--- config.mk ---
export PLATFORM = sky130hd
export DESIGN_NAME = mave_ctrl
export DESIGN_NICKNAME = d
export VERILOG_FILES = /design/src/hw/rtl/mave_pkg.sv /design/src/hw/rtl/mave_ctrl.sv
export SDC_FILE = /design/constraint.sdc
export NUM_CORES = 1
export LEC_CHECK = 0
export ABC_AREA = 1
export BUFFER_PORTS_ARGS = -buffer_cell sky130_fd_sc_hd__buf_2
export CAP_MARGIN = 20
export CORE_MARGIN = 5
export CORE_UTILIZATION = 62
export CTS_BUF_LIST = sky130_fd_sc_hd__clkbuf_8
export DETAILED_ROUTE_END_ITERATION = 8
export HOLD_SLACK_MARGIN = 0.06
export PLACE_DENSITY_LB_ADDON = 0.1
export SLEW_MARGIN = 20
export SYNTH_ARGS = -nofsm -noshare
export SYNTH_HDL_FRONTEND = slang
export SYNTH_SLANG_ARGS = --single-unit
--- constraint.sdc ---
create_clock -name i_clk -period 4.05 [get_ports i_clk]
set_input_delay 1.215 -clock i_clk [delete_from_list [all_inputs] [get_ports i_clk]]
set_output_delay 1.215 -clock i_clk [all_outputs]
set_load 0.02 [all_outputs]
--- src/hw/rtl/mave_pkg.sv ---
// Package with shared widths, command types and the microcode table of the mesh statistics block.
package mave_pkg;

    localparam int COORD_WIDTH = 16;
    localparam int FIELD_W     = 16;
    localparam int EW          = COORD_WIDTH + 1;   // edge component width
    localparam int NW          = 2 * EW;            // normal component width
    localparam int PW          = 2 * NW;            // product width
    localparam int AW          = 2 * NW + 2;        // accumulator and radicand width
    localparam int RTW         = NW + 1;            // square root width
    localparam int RMW         = NW + 3;            // square root remainder width
    localparam int SQCW        = $clog2(RTW + 1);
    localparam int SHORT_SHIFT = AW - 2 * EW;
    localparam int AREA_W      = 57;
    localparam int VOL_W       = 63;
    localparam int EDGE_W      = 18;
    localparam int CNT_W       = 32;
    localparam int OAREA_W     = 56;
    localparam int OVOL_W      = 61;
    localparam int DV_W        = 64;
    localparam int DV_STEPS    = DV_W / 4;
    localparam int DVCW        = $clog2(DV_STEPS + 1);
    localparam int PCW         = 5;

    localparam logic [PCW-1:0] PC_AREA = 5'd0;
    localparam logic [PCW-1:0] PC_EDGE = 5'd15;
    localparam logic [PCW-1:0] PC_END  = 5'd27;

    localparam logic REG_AREA_VOLUME = 1'b0;
    localparam logic REG_EDGE_LENGTH = 1'b1;

    typedef enum logic [2:0] {
        S_IDLE, S_RUN, S_SQRT, S_DIVGO, S_DIV, S_OUT
    } t_state;

    typedef enum logic [3:0] {
        SRC_ABX, SRC_ABY, SRC_ABZ, SRC_ACX, SRC_ACY, SRC_ACZ,
        SRC_BCX, SRC_BCY, SRC_BCZ, SRC_AX, SRC_AY, SRC_AZ,
        SRC_NX, SRC_NY, SRC_NZ
    } t_src;

    typedef enum logic [2:0] {
        DST_NONE, DST_NX, DST_NY, DST_NZ, DST_VOL
    } t_dst;

    typedef struct packed {
        logic load;
        logic mul_en;
        t_src sel_a;
        t_src sel_b;
        logic neg;
        logic clr;
        t_dst dst;
        logic sqrt_go;
        logic sqrt_long;
        logic div_go;
        logic out_load;
    } t_cmd;

    typedef struct packed {
        logic sqrt_busy;
        logic div_busy;
    } t_sts;

    localparam t_cmd CMD_NOP = '{load: 1'b0, mul_en: 1'b0, sel_a: SRC_ABX, sel_b: SRC_ABX,
                                 neg: 1'b0, clr: 1'b0, dst: DST_NONE, sqrt_go: 1'b0,
                                 sqrt_long: 1'b0, div_go: 1'b0, out_load: 1'b0};

    function automatic t_cmd cmd_mul(t_src a, t_src b, logic neg, logic clr, t_dst dst);
        t_cmd c;
        c        = CMD_NOP;
        c.mul_en = 1'b1;
        c.sel_a  = a;
        c.sel_b  = b;
        c.neg    = neg;
        c.clr    = clr;
        c.dst    = dst;
        return c;
    endfunction

    function automatic t_cmd cmd_sqrt(logic is_long);
        t_cmd c;
        c           = CMD_NOP;
        c.sqrt_go   = 1'b1;
        c.sqrt_long = is_long;
        return c;
    endfunction

    function automatic t_cmd cmd_store(t_dst dst);
        t_cmd c;
        c     = CMD_NOP;
        c.dst = dst;
        return c;
    endfunction

    // Microcode: cross product, volume dot product, area norm, then the norms of edges AB, AC and BC.
    function automatic t_cmd ucode(logic [PCW-1:0] pc);
        t_cmd c;
        unique case (pc)
            5'd0:    c = cmd_mul(SRC_ABY, SRC_ACZ, 1'b0, 1'b1, DST_NONE);
            5'd1:    c = cmd_mul(SRC_ABZ, SRC_ACY, 1'b1, 1'b0, DST_NONE);
            5'd2:    c = cmd_mul(SRC_ABZ, SRC_ACX, 1'b0, 1'b1, DST_NX);
            5'd3:    c = cmd_mul(SRC_ABX, SRC_ACZ, 1'b1, 1'b0, DST_NONE);
            5'd4:    c = cmd_mul(SRC_ABX, SRC_ACY, 1'b0, 1'b1, DST_NY);
            5'd5:    c = cmd_mul(SRC_ABY, SRC_ACX, 1'b1, 1'b0, DST_NONE);
            5'd6:    c = cmd_store(DST_NZ);
            5'd7:    c = cmd_mul(SRC_AX, SRC_NX, 1'b0, 1'b1, DST_NONE);
            5'd8:    c = cmd_mul(SRC_AY, SRC_NY, 1'b0, 1'b0, DST_NONE);
            5'd9:    c = cmd_mul(SRC_AZ, SRC_NZ, 1'b0, 1'b0, DST_NONE);
            5'd10:   c = cmd_store(DST_VOL);
            5'd11:   c = cmd_mul(SRC_NX, SRC_NX, 1'b0, 1'b1, DST_NONE);
            5'd12:   c = cmd_mul(SRC_NY, SRC_NY, 1'b0, 1'b0, DST_NONE);
            5'd13:   c = cmd_mul(SRC_NZ, SRC_NZ, 1'b0, 1'b0, DST_NONE);
            5'd14:   c = cmd_sqrt(1'b1);
            5'd15:   c = cmd_mul(SRC_ABX, SRC_ABX, 1'b0, 1'b1, DST_NONE);
            5'd16:   c = cmd_mul(SRC_ABY, SRC_ABY, 1'b0, 1'b0, DST_NONE);
            5'd17:   c = cmd_mul(SRC_ABZ, SRC_ABZ, 1'b0, 1'b0, DST_NONE);
            5'd18:   c = cmd_sqrt(1'b0);
            5'd19:   c = cmd_mul(SRC_ACX, SRC_ACX, 1'b0, 1'b1, DST_NONE);
            5'd20:   c = cmd_mul(SRC_ACY, SRC_ACY, 1'b0, 1'b0, DST_NONE);
            5'd21:   c = cmd_mul(SRC_ACZ, SRC_ACZ, 1'b0, 1'b0, DST_NONE);
            5'd22:   c = cmd_sqrt(1'b0);
            5'd23:   c = cmd_mul(SRC_BCX, SRC_BCX, 1'b0, 1'b1, DST_NONE);
            5'd24:   c = cmd_mul(SRC_BCY, SRC_BCY, 1'b0, 1'b0, DST_NONE);
            5'd25:   c = cmd_mul(SRC_BCZ, SRC_BCZ, 1'b0, 1'b0, DST_NONE);
            5'd26:   c = cmd_sqrt(1'b0);
            default: c = CMD_NOP;
        endcase
        return c;
    endfunction

    // One radix-16 digit of a division by six: returns {quotient digit, remainder}.
    function automatic logic [6:0] div6_digit(logic [6:0] idx);
        logic [3:0] q;
        logic [6:0] r;
        q = '0;
        for (int k = 1; k < 16; k++) begin
            if (idx >= 7'(6 * k)) q = 4'(k);
        end
        r = idx - 7'(6 * q);
        return {q, r[2:0]};
    endfunction

endpackage

--- src/hw/rtl/mave_ctrl.sv ---
// Controller of the mesh statistics block: handshakes, configuration and microcode sequencing.
module mave_ctrl
    import mave_pkg::*;
(
    input  logic i_clk,
    input  logic i_rst_n,
    input  logic i_valid,
    output logic o_stall,
    output logic o_valid,
    input  logic i_stall,
    input  logic i_cfg_we,
    input  logic i_cfg_index,
    input  logic i_cfg_data,
    input  t_sts i_sts,
    output t_cmd o_cmd
);

    t_state         r_state, n_state;
    logic [PCW-1:0] r_pc, n_pc;
    logic           r_out_valid, n_out_valid;
    logic           r_area_en, r_edge_en;
    logic           w_accept;
    t_cmd           w_ucmd;

    assign w_accept = i_valid && (r_state == S_IDLE);
    assign o_stall  = (r_state != S_IDLE);
    assign o_valid  = r_out_valid;
    assign w_ucmd   = ucode(r_pc);

    always_ff @(posedge i_clk) begin
        if (!i_rst_n) begin
            r_state     <= S_IDLE;
            r_pc        <= '0;
            r_out_valid <= 1'b0;
            r_area_en   <= 1'b1;
            r_edge_en   <= 1'b1;
        end else begin
            r_state     <= n_state;
            r_pc        <= n_pc;
            r_out_valid <= n_out_valid;
            if (i_cfg_we) begin
                unique case (i_cfg_index)
                    REG_AREA_VOLUME: r_area_en <= i_cfg_data;
                    REG_EDGE_LENGTH: r_edge_en <= i_cfg_data;
                    default: ;
                endcase
            end
        end
    end

    always_comb begin
        n_state = r_state;
        n_pc    = r_pc;
        unique case (r_state)
            S_IDLE: begin
                if (w_accept) begin
                    if (r_area_en) begin
                        n_state = S_RUN;
                        n_pc    = PC_AREA;
                    end else if (r_edge_en) begin
                        n_state = S_RUN;
                        n_pc    = PC_EDGE;
                    end else begin
                        n_state = S_DIVGO;
                    end
                end
            end
            S_RUN: begin
                n_pc = r_pc + 1'b1;
                if (w_ucmd.sqrt_go) n_state = S_SQRT;
            end
            S_SQRT: begin
                if (!i_sts.sqrt_busy) begin
                    if (r_pc == PC_END || (r_pc == PC_EDGE && !r_edge_en)) n_state = S_DIVGO;
                    else n_state = S_RUN;
                end
            end
            S_DIVGO: n_state = S_DIV;
            S_DIV: begin
                if (!i_sts.div_busy) n_state = S_OUT;
            end
            S_OUT: begin
                if (!r_out_valid || !i_stall) n_state = S_IDLE;
            end
            default: n_state = S_IDLE;
        endcase
    end

    always_comb begin
        o_cmd       = CMD_NOP;
        n_out_valid = r_out_valid && i_stall;
        unique case (r_state)
            S_IDLE:  o_cmd.load = w_accept;
            S_RUN:   o_cmd = w_ucmd;
            S_DIVGO: o_cmd.div_go = 1'b1;
            S_OUT: begin
                if (!r_out_valid || !i_stall) begin
                    o_cmd.out_load = 1'b1;
                    n_out_valid    = 1'b1;
                end
            end
            default: o_cmd = CMD_NOP;
        endcase
    end

endmodule

==> results_dict.tcl, run 1 <==
set metrics [dict create \
    rows 19 \
    ys_warn_count 0 \
    root_buffer "clkbuf_8" \
    fin_worst_skew_ns 0.007738 \
    n_antenna_cell 0 \
    io_pins 30 \
    grt_pass1_wl_mm 6.948 \
    ys_ff_latch 26 \
    worstSetupEndpointType "output port" \
    max_slew_margin_pct 71.52 \
    setup_viol 0 \
    post-place-ws_ns 1.101 \
    drt-initial-drc-count 89 \
    slew_violations 0 \
    routed_wirelength_mm 3.774 \
    cts_hold_buf 0 \
    setup_tns_ns 0 \
    synth_cell_types 27 \
    drt-met1-wl_mm 1.745 \
    whs_ns 0.4920 \
    avgSynthCellArea_sq_um 6.628 \
    cp.arrival_ns 1.61 \
    port_buffers 29 \
    power.leakage_uw 0.001070 \
    clockBufferDepth 2 \
    area_delta_synth_final_pct 10.01 \
    crit_chain "buf_2 -> inv_1 -> nor2_1 -> buf_2" \
    dr.pass1.iters 4 \
    finalCritPeriodShare_pct 69.77 \
    die_h_um 63.33 \
    max_stage_delay_ns 0.15 \
    final.setup.worst_slack_ns 1.224 \
    crit_path_top_delay_cell "buf_2" \
    finalHoldViolCount 0 \
    post_dp_cell_area_sq_um 1898 \
    post_cts_buffers 0 \
    clk_pin_slew_ns 0.08 \
    p_per_area_nw_per_um2 966.1 \
    wl_met3_um 269 \
    crit_path_frequent_cell "buf_2" \
    top_layer "met4" \
    clkLatencyLatePin_ns 0.27 \
    grt_usage_pct 20.70 \
    dr_total_vias 1707 \
    grt_max_degree 21 \
    fin_nets 311 \
    rsz0062_at_grt "false" \
    dr_wl_met2_mm 1.711 \
    critical_path_class "input port to output port" \
    dp_hpwl_mm 2.981 \
    hold_class "flop to flop" \
    globalRouteOverflowTotal 0 \
    grt_pass1_vias 1557 \
    critPathRequiredTime_ns 2.83 \
    start_kind "input port" \
    max_freq_mhz 353.9 \
    cts_htree_levels 1 \
    status "complete, no violations" \
    wire_per_inst_um 11.68 \
    seq_area_frac_synth_pct 29.52 \
    final_cell_mix "nand2_1, inv_1, buf_2" \
    die_w_um 63.33 \
    cts_buffers 3 \
    fin_area_sq_um 1939 \
    syn_nets 283 \
    place_congestion 0.8983 \
    die_area_sq_um 4010 \
    via_per_inst 5.285 \
    layout_min_cycle_time_ns 2.826 \
    max_cap_violations 0 \
    drive_above_1_share_pct 19.86 \
    ant_nets 0 \
    drc 0 \
    crit_path_max_fanout 2 \
    core_sq_um 2734 \
    tightest_slew_ns 0.4266 \
    start_util_pct 64.49 \
    antenna_found_initial 0 \
    synthCells 266 \
    tritoncts "built" \
    cts_resized 0 \
    netlist_area_sq_um 1763 \
    vdd_drop_max_uv 773.2 \
    cts_sinks 26 \
    layout_commonest_cell "nand2_1" \
]
## report_power, final
part           internal, uW  switching (uW)  total [uW]
Clock                  66.5            72.1         139
Sequential              358            69.7         428
Combinational           411             896        1310
Total                   835            1040        1870
## area by class of cell
type,count,area (sq um)
sequential,26,520.5
timing repair buffer,29,145.1
tap,31,38.79
fill,250,794.5
multi-input combinational,186,1011
clock buffer,3,41.29
inverter,48,182.7
## logic make-up (layout without fill, tap and decap cells)
logic type / after synthesis / in the layout / synth area share (%)
adder cells (fa/ha/maj): 8 / 8 / 5.678
flip-flops: 26 / 26 / 29.52
buffers and inverters: 54 / 80 / 13.13
AO/OA/AOI/OAI: 23 / 23 / 7.523
AND/OR/NAND/NOR: 155 / 155 / 44.14
## sequential cells by signal (all words and copies together) (netlist names)
register / flops
o_valid: 1
r_area_en: 1
r_edge_en: 1
r_pc: 5
r_state: 3
w_ucmd: 15
## worst max-delay path, delay by kind of cell
family | cells | cell delay [ns]
buffers and inverters | 3 | 0.35
and+or+nand+nor | 1 | 0.05
## worst paths after layout
check | startpoint | slack [ns] | to | cells after the start
worst max-delay path | i_valid | 1.22 | o_cmd[18] | 4
worst min register to register | r_edge_en | 0.49 | r_edge_en | 2
worst min-delay path | r_edge_en | 0.49 | r_edge_en | 2
worst max register to register | r_state[0] | 1.55 | w_ucmd[11] | 15
## cell usage after synthesis
master	instances	area, sq um
a211oi_1	1	7.510
a21oi_1	10	50.05
buf_4	1	7.510
buf_6	3	33.78
clkbuf_1	2	7.510
dfxtp_1	26	520.5
ha_1	8	100.1
inv_1	42	157.7
inv_2	5	18.77
inv_4	1	6.260
nand2_1	76	285.3
nand2_2	4	25.02
nand2_4	4	45.04
nand3_1	16	80.08
nand3_2	4	40.04
nand3_4	5	87.58
nand4_1	10	62.56
nor2_1	28	105.1
nor2_2	1	6.260
nor2_4	1	11.26
nor3_1	6	30.03
o211ai_1	2	15.01
o21ai_0	4	20.02
o21ai_1	1	5.000
o21ai_2	1	8.760
o22ai_1	3	18.77
o31ai_1	1	7.510
## through the flow
stage / util (%) / power [uW] / std cells
after floorplan: - / 1494 / 266
after global placement: 69.43 / 1711 / 320
after detailed placement: 69.43 / 1732 / 320
after CTS: 70.94 / 1875 / 323
after global routing: 70.94 / 2082 / 323
final: 70.94 / 1874 / 323
## metal layers
layer	vias up	GRT usage [%]
met3	5	3.020
met4	0	7.013
met2	53	32.61
li1	889	-
met5	-	0
met1	760	28.73
Note: power is estimated with default switching activity, not from simulation.
==> inputs of run 2 (changes only) <==
Settings changed: CORE_UTILIZATION 62 to 58.
Clock period 4.05 ns to 2.9 ns, I/O delays scaled along.
==> results_dict.tcl, run 2 (synthesized netlist as in run 1, its figures left out) <==
set metrics [dict create \
    wire_per_inst_um 11.69 \
    r2r_end "w_ucmd[11]" \
    worstSetupEndpointType "flop" \
    final.setup.worst_slack_ns 0.4407 \
    rsz0062_at_grt "false" \
    antenna_found_initial 0 \
    vdd_drop_max_uv 688.6 \
    worst-path-buf-inv 3 \
    post-place-ws_ns 0.2912 \
    clk_pin_slew_ns 0.09 \
    die_area_sq_um 4242 \
    grt_usage_pct 19.91 \
    clkLatencyLatePin_ns 0.27 \
    crit_path_top_delay_cell "dfxtp_1" \
    final_cell_mix "nand2_1, inv_1, buf_2" \
    rrSetupSlack_ns 0.44 \
    status "complete, no violations" \
    hold_start "r_edge_en" \
    die_w_um 65.13 \
    dr_total_vias 1698 \
    routed_wirelength_mm 3.821 \
    n_antenna_cell 0 \
    globalRouteOverflowTotal 0 \
    port_buffers 29 \
    critical_path_class "flop to flop" \
    power.leakage_uw 0.001089 \
    die_h_um 65.13 \
    whs_ns 0.4987 \
    largest_reg_flops 15 \
    hold_class "flop to flop" \
    regArea_sq_um 520.5 \
    start_kind "flop" \
    cts_hold_buf 0 \
    grt_pass1_wl_mm 6.796 \
    grt_pass1_vias 1533 \
    crit_start "r_state[0]" \
    area_delta_synth_final_pct 12.28 \
    layout_min_cycle_time_ns 2.459 \
    post_cts_buffers 0 \
    dp_hpwl_mm 2.929 \
    cts_htree_levels 1 \
    drc 0 \
    crit_chain "nand3_4 -> nand2_4 -> nand2_4 -> nand2_1 -> nand2_1 -> nand2_1 -> inv_1 -> ha_1 -> inv_1 -> nand3_1 -> nand2_1 -> nand2_1 -> nand2_1 -> inv_1 -> nand2_1" \
    io_pins 30 \
    start_util_pct 59.20 \
    max_freq_mhz 406.6 \
    finalHoldViolCount 0 \
    slew_violations 0 \
    holdPathStages 2 \
    setup_viol 0 \
    crit_family "simple AND/OR/NAND/NOR gates" \
    cp.arrival_ns 2.68 \
    ant_nets 0 \
    nFillCells 272 \
    rows 20 \
    cts_resized 0 \
    fin_nets 312 \
    place_congestion 0.9204 \
    whs_endpoint "r_edge_en" \
    fin_worst_skew_ns 0.008148 \
    cts_buffers 3 \
    clockBufferDepth 2 \
    drive_above_1_share_pct 20.41 \
    worst_r2r_startpoint "r_state[0]" \
    crit_path_max_fanout 20 \
    critPathRequiredTime_ns 3.12 \
    dr.pass1.iters 4 \
    p_total_uw 2722 \
    finalCritPeriodShare_pct 84.80 \
    p_per_area_nw_per_um2 1375 \
    via_per_inst 5.193 \
    setup_tns_ns 0 \
    reg2reg_depth 15 \
    tritoncts "built" \
    max_slew_margin_pct 72.10 \
    tightest_slew_ns 0.4179 \
    cts_sinks 26 \
    layout_commonest_cell "nand2_1" \
    max_cap_violations 0 \
    grt_max_degree 21 \
    core_sq_um 2978 \
    multiInputGateArea_sq_um 1011 \
    root_buffer "clkbuf_8" \
    crit_path_frequent_cell "nand2_1" \
    drt-initial-drc-count 133 \
    max_stage_delay_ns 0.58 \
]
## run 2: cell count changes in the layout (fill, tap and decap cells not counted)
cell / change
buf_4: +1
bufinv_16: +1
## run 2: routing by layer
metal | track usage (%) | part of all wire (%) | vias to the layer above
met5 | 0 | 0 | -
met4 | 4.145 | 1.1 | 0
met3 | 3.761 | 7.0 | 6
met2 | 31.80 | 44 | 58
met1 | 28.10 | 48 | 743
li1 | - | - | 891
## run 2: worst reg2reg max path, delay by kind of cell (launching register included)
kind	cells	cell delay, ns
adder cells (fa/ha/maj)	1	0.32
buffers and inverters	3	0.23
flip-flops	1	0.58
AND/OR/NAND/NOR	11	1.25
## run 2: metrics by stage
stage | std cells | utilization (%) | area (sq um)
5_1_grt | 327 | 66.47 | 1979
6_report | 327 | 66.47 | 1979
2_1_floorplan | 266 | - | 1763
4_1_cts | 327 | 66.47 | 1979
3_5_place_dp | 323 | 64.08 | 1908
3_3_place_gp | 323 | 64.08 | 1908
## run 2: cell type report
class	instances	share of cell area, %
Sequential cell	26	26.30
Timing Repair Buffer	30	7.712
Clock buffer	3	2.086
Multi-Input combinational cell	186	51.07
Tap cell	33	2.086
Clock inverter	1	1.517
Inverter	48	9.229
## run 2: power by group
group          internal [uW]  total (uW)  switching, uW
sequential               500         599           98.9
combinational            577        1830           1250
clock                    185         298            113
total                   1260        2720           1460
## run 2: how the worst max path moves through the flow
stage	cells after the start	slack (ns)	end
4_1_cts	14	0.46	w_ucmd[13]
5_1_grt	15	0.16	w_ucmd[11]
2_1_floorplan	14	0.58	w_ucmd[9]
3_3_place_gp	15	0.33	w_ucmd[13]
6_report	15	0.44	w_ucmd[11]
3_5_place_dp	15	0.29	w_ucmd[13]
==> inputs of run 3 (changes only) <==
Settings changed: ABC_AREA 1 to 0, CORE_UTILIZATION 58 to 52.
Clock period 2.9 ns to 2.1 ns, I/O delays scaled along.
==> results_dict.tcl, run 3 <==
set metrics [dict create \
    status "finished, violations left" \
    violations "DRC, setup timing" \
    start_util_pct 54.09 \
    root_buffer "clkbuf_8" \
    worstSetupEndpointType "flop" \
    layout_commonest_cell "buf_4" \
    die_h_um 66.12 \
    dr_total_vias 1752 \
    syn_nets 218 \
    hold_start "o_valid" \
    die_area_sq_um 4372 \
    rrSetupSlack_ns -0.05 \
    finalHoldViolCount 0 \
    max_freq_mhz 464.6 \
    final_cell_mix "buf_4, buf_2, and2_1, dfxtp_1, nand2_1" \
    core_sq_um 3028 \
    fin_worst_skew_ns 0.004577 \
    dr_wl_met2_mm 2.294 \
    ys_warn_count 0 \
    cts_buffers 3 \
    holdPathStages 2 \
    die_w_um 66.12 \
    p_per_area_nw_per_um2 614.3 \
    layout_min_cycle_time_ns 2.152 \
    synthCells 201 \
    synth_edf_count 0 \
    grt_usage_pct 23.59 \
    async_reset_ff_share_pct 0 \
    final.setup.worst_slack_ns -0.05234 \
    dr.pass1.iters 7 \
    cts_sinks 26 \
    ys_ff_latch 26 \
    power_frac_seq_pct 36.7 \
    setup_tns_ns -0.09845 \
    port_buffers 29 \
    drc 1 \
    p_switching_uw 469.5 \
    via_per_inst 5.374 \
    seq_area_frac_synth_pct 31.78 \
    clockPowerShare_pct 27.1 \
    ant_nets 0 \
    vdd_drop_max_uv 349.1 \
    synthTopCellsByArea "dfxtp_1, and2_1, ha_1" \
    wl_met3_um 246 \
    io_pins 30 \
    slew_violations 0 \
    routed_wirelength_mm 4.852 \
    worst_r2r_startpoint "r_state[2]" \
    start_kind "flop" \
    clockBufferDepth 2 \
    ys.flop_type "dfxtp_1" \
    clkLatencyLatePin_ns 0.27 \
    dp_hpwl_mm 3.634 \
    regArea_sq_um 530.5 \
    nFillCells 189 \
    wire_per_inst_um 14.88 \
    power.leakage_uw 0.001190 \
    drt-met1-wl_mm 2.272 \
    fin_nets 300 \
    netlist_area_sq_um 1638 \
    whs_ns 0.5177 \
    area_delta_synth_final_pct 53.70 \
    whs_endpoint "o_valid" \
    synth_cell_types 50 \
    drt-initial-drc-count 87 \
    n_antenna_cell 0 \
    synthMostInstantiatedCell "dfxtp_1" \
    hold_class "flop to flop" \
    max_cap_violations 0 \
    critPathRequiredTime_ns 2.26 \
    setup_viol 2 \
    grt_max_degree 16 \
    internal_power_uw 1077 \
    crit_path_max_fanout 5 \
    antenna_found_initial 0 \
    p_comb_share_pct 36.2 \
    tritoncts "built" \
    r2r_end "w_ucmd[13]" \
    place_congestion 1.005 \
    synth_top_cell_by_area "dfxtp_1" \
    cp.arrival_ns 2.31 \
    dp_cells 316 \
    drive_above_1_share_pct 49.29 \
    multiInputGateArea_sq_um 1199 \
    max_slew_margin_pct 66.22 \
    globalRouteOverflowTotal 0 \
    clk_pin_slew_ns 0.09 \
    rsz0062_at_grt "true" \
    grt_pass1_vias 1708 \
    switching_share_pct 30.36 \
    fin_cells 326 \
    reg2reg_depth 8 \
    grt_pass1_wl_mm 8.010 \
    top_layer "met4" \
    largest_reg_flops 15 \
    critical_path_class "flop to flop" \
    p_total_uw 1546 \
    cts_htree_levels 1 \
    avgSynthCellArea_sq_um 8.148 \
    rows 20 \
    tightest_slew_ns 0.5022 \
    synth_commonest_cells "dfxtp_1, nand2_1, and2_1" \
    synth_top_cell_area_share_pct 31.78 \
    finalCritPeriodShare_pct 102.5 \
]
[run 3: cell types whose count changed after synthesis, moves of 5 or more]
cell,delta
nand4_1,-8
and2_1,+21
nand3_1,-10
nand2_1,-54
and3_1,+5
nor2_1,-14
nand3_4,-5
inv_1,-33
a31oi_1,+5
[run 3: how the worst max path moves through the flow]
stage | from | end | slack (ns) | cells past startpoint
final | r_state[2] | w_ucmd[13] | -0.05 | 8
after detailed placement | i_valid | w_ucmd[13] | -0.31 | 8
after global routing | r_state[0] | o_cmd[10] | -0.11 | 5
after floorplan | r_state[1] | w_ucmd[13] | -0.07 | 10
after CTS | r_state[1] | w_ucmd[13] | -0.01 | 8
after global placement | i_valid | w_ucmd[13] | -0.31 | 8
[run 3: logic make-up after synthesis]
| logic type | synth area share [%] |
|---|---|
| mux | 3.820 |
| buf+inv | 5.957 |
| flops | 31.78 |
| fa+ha+maj | 6.112 |
| simple gates | 29.64 |
| compound gates | 22.16 |
| xor+xnor | 0.5349 |
[run 3: layout make-up]
| type | instances | share of cell area [%] |
|---|---|---|
| tap | 44 | 2.187 |
| clock inverter | 1 | 1.193 |
| clock buffer | 3 | 1.640 |
| inverter | 11 | 1.839 |
| multi-input combinational | 154 | 47.61 |
| timing repair buffer | 87 | 24.45 |
| sequential | 26 | 21.07 |
[run 3: stage by stage]
stage / setup slack [ns] / area, sq um / utilization (%)
after floorplan: -0.07260 / 1720 / -
after global placement: -0.3080 / 2238 / 73.93
after detailed placement: -0.3112 / 2238 / 73.93
after CTS: -0.01373 / 2427 / 80.17
after global routing: -0.1143 / 2517 / 83.14
final: -0.05234 / 2517 / 83.14
[run 3: metal layers]
layer  up-vias  track usage (%)
li1        883                -
met1       804            31.94
met2        61            39.16
met3         4            3.061
met4         0            6.345
met5         -                0
[run 3: worst max-delay path, stage by stage (launching register included)]
cell and delay, ns:
dfxtp_2 0.34, or2_4 0.29, a211o_1 0.29, a32o_2 0.32, ha_4 0.29, inv_2 0.03, mux2i_1 0.18, mux2_4 0.20
o221ai_2 0.09
[run 3: repair_timing]
action,4_1_cts,5_1_grt
pin swaps,6,13
gates resized for setup,19,24
setup buffers,4,2
endpoints found under the setup margin,28,32
hold buffers,0,0
[run 3: power by group through the flow]
| stage | clock network [uW] | registers (uW) | logic [uW] |
|---|---|---|---|
| after floorplan | 0 | 565 | 295 |
| after global placement | 0 | 571 | 473 |
| after detailed placement | 0 | 572 | 485 |
| after CTS | 426 | 564 | 524 |
| after global routing | 453 | 573 | 610 |
| final | 420 | 567 | 559 |
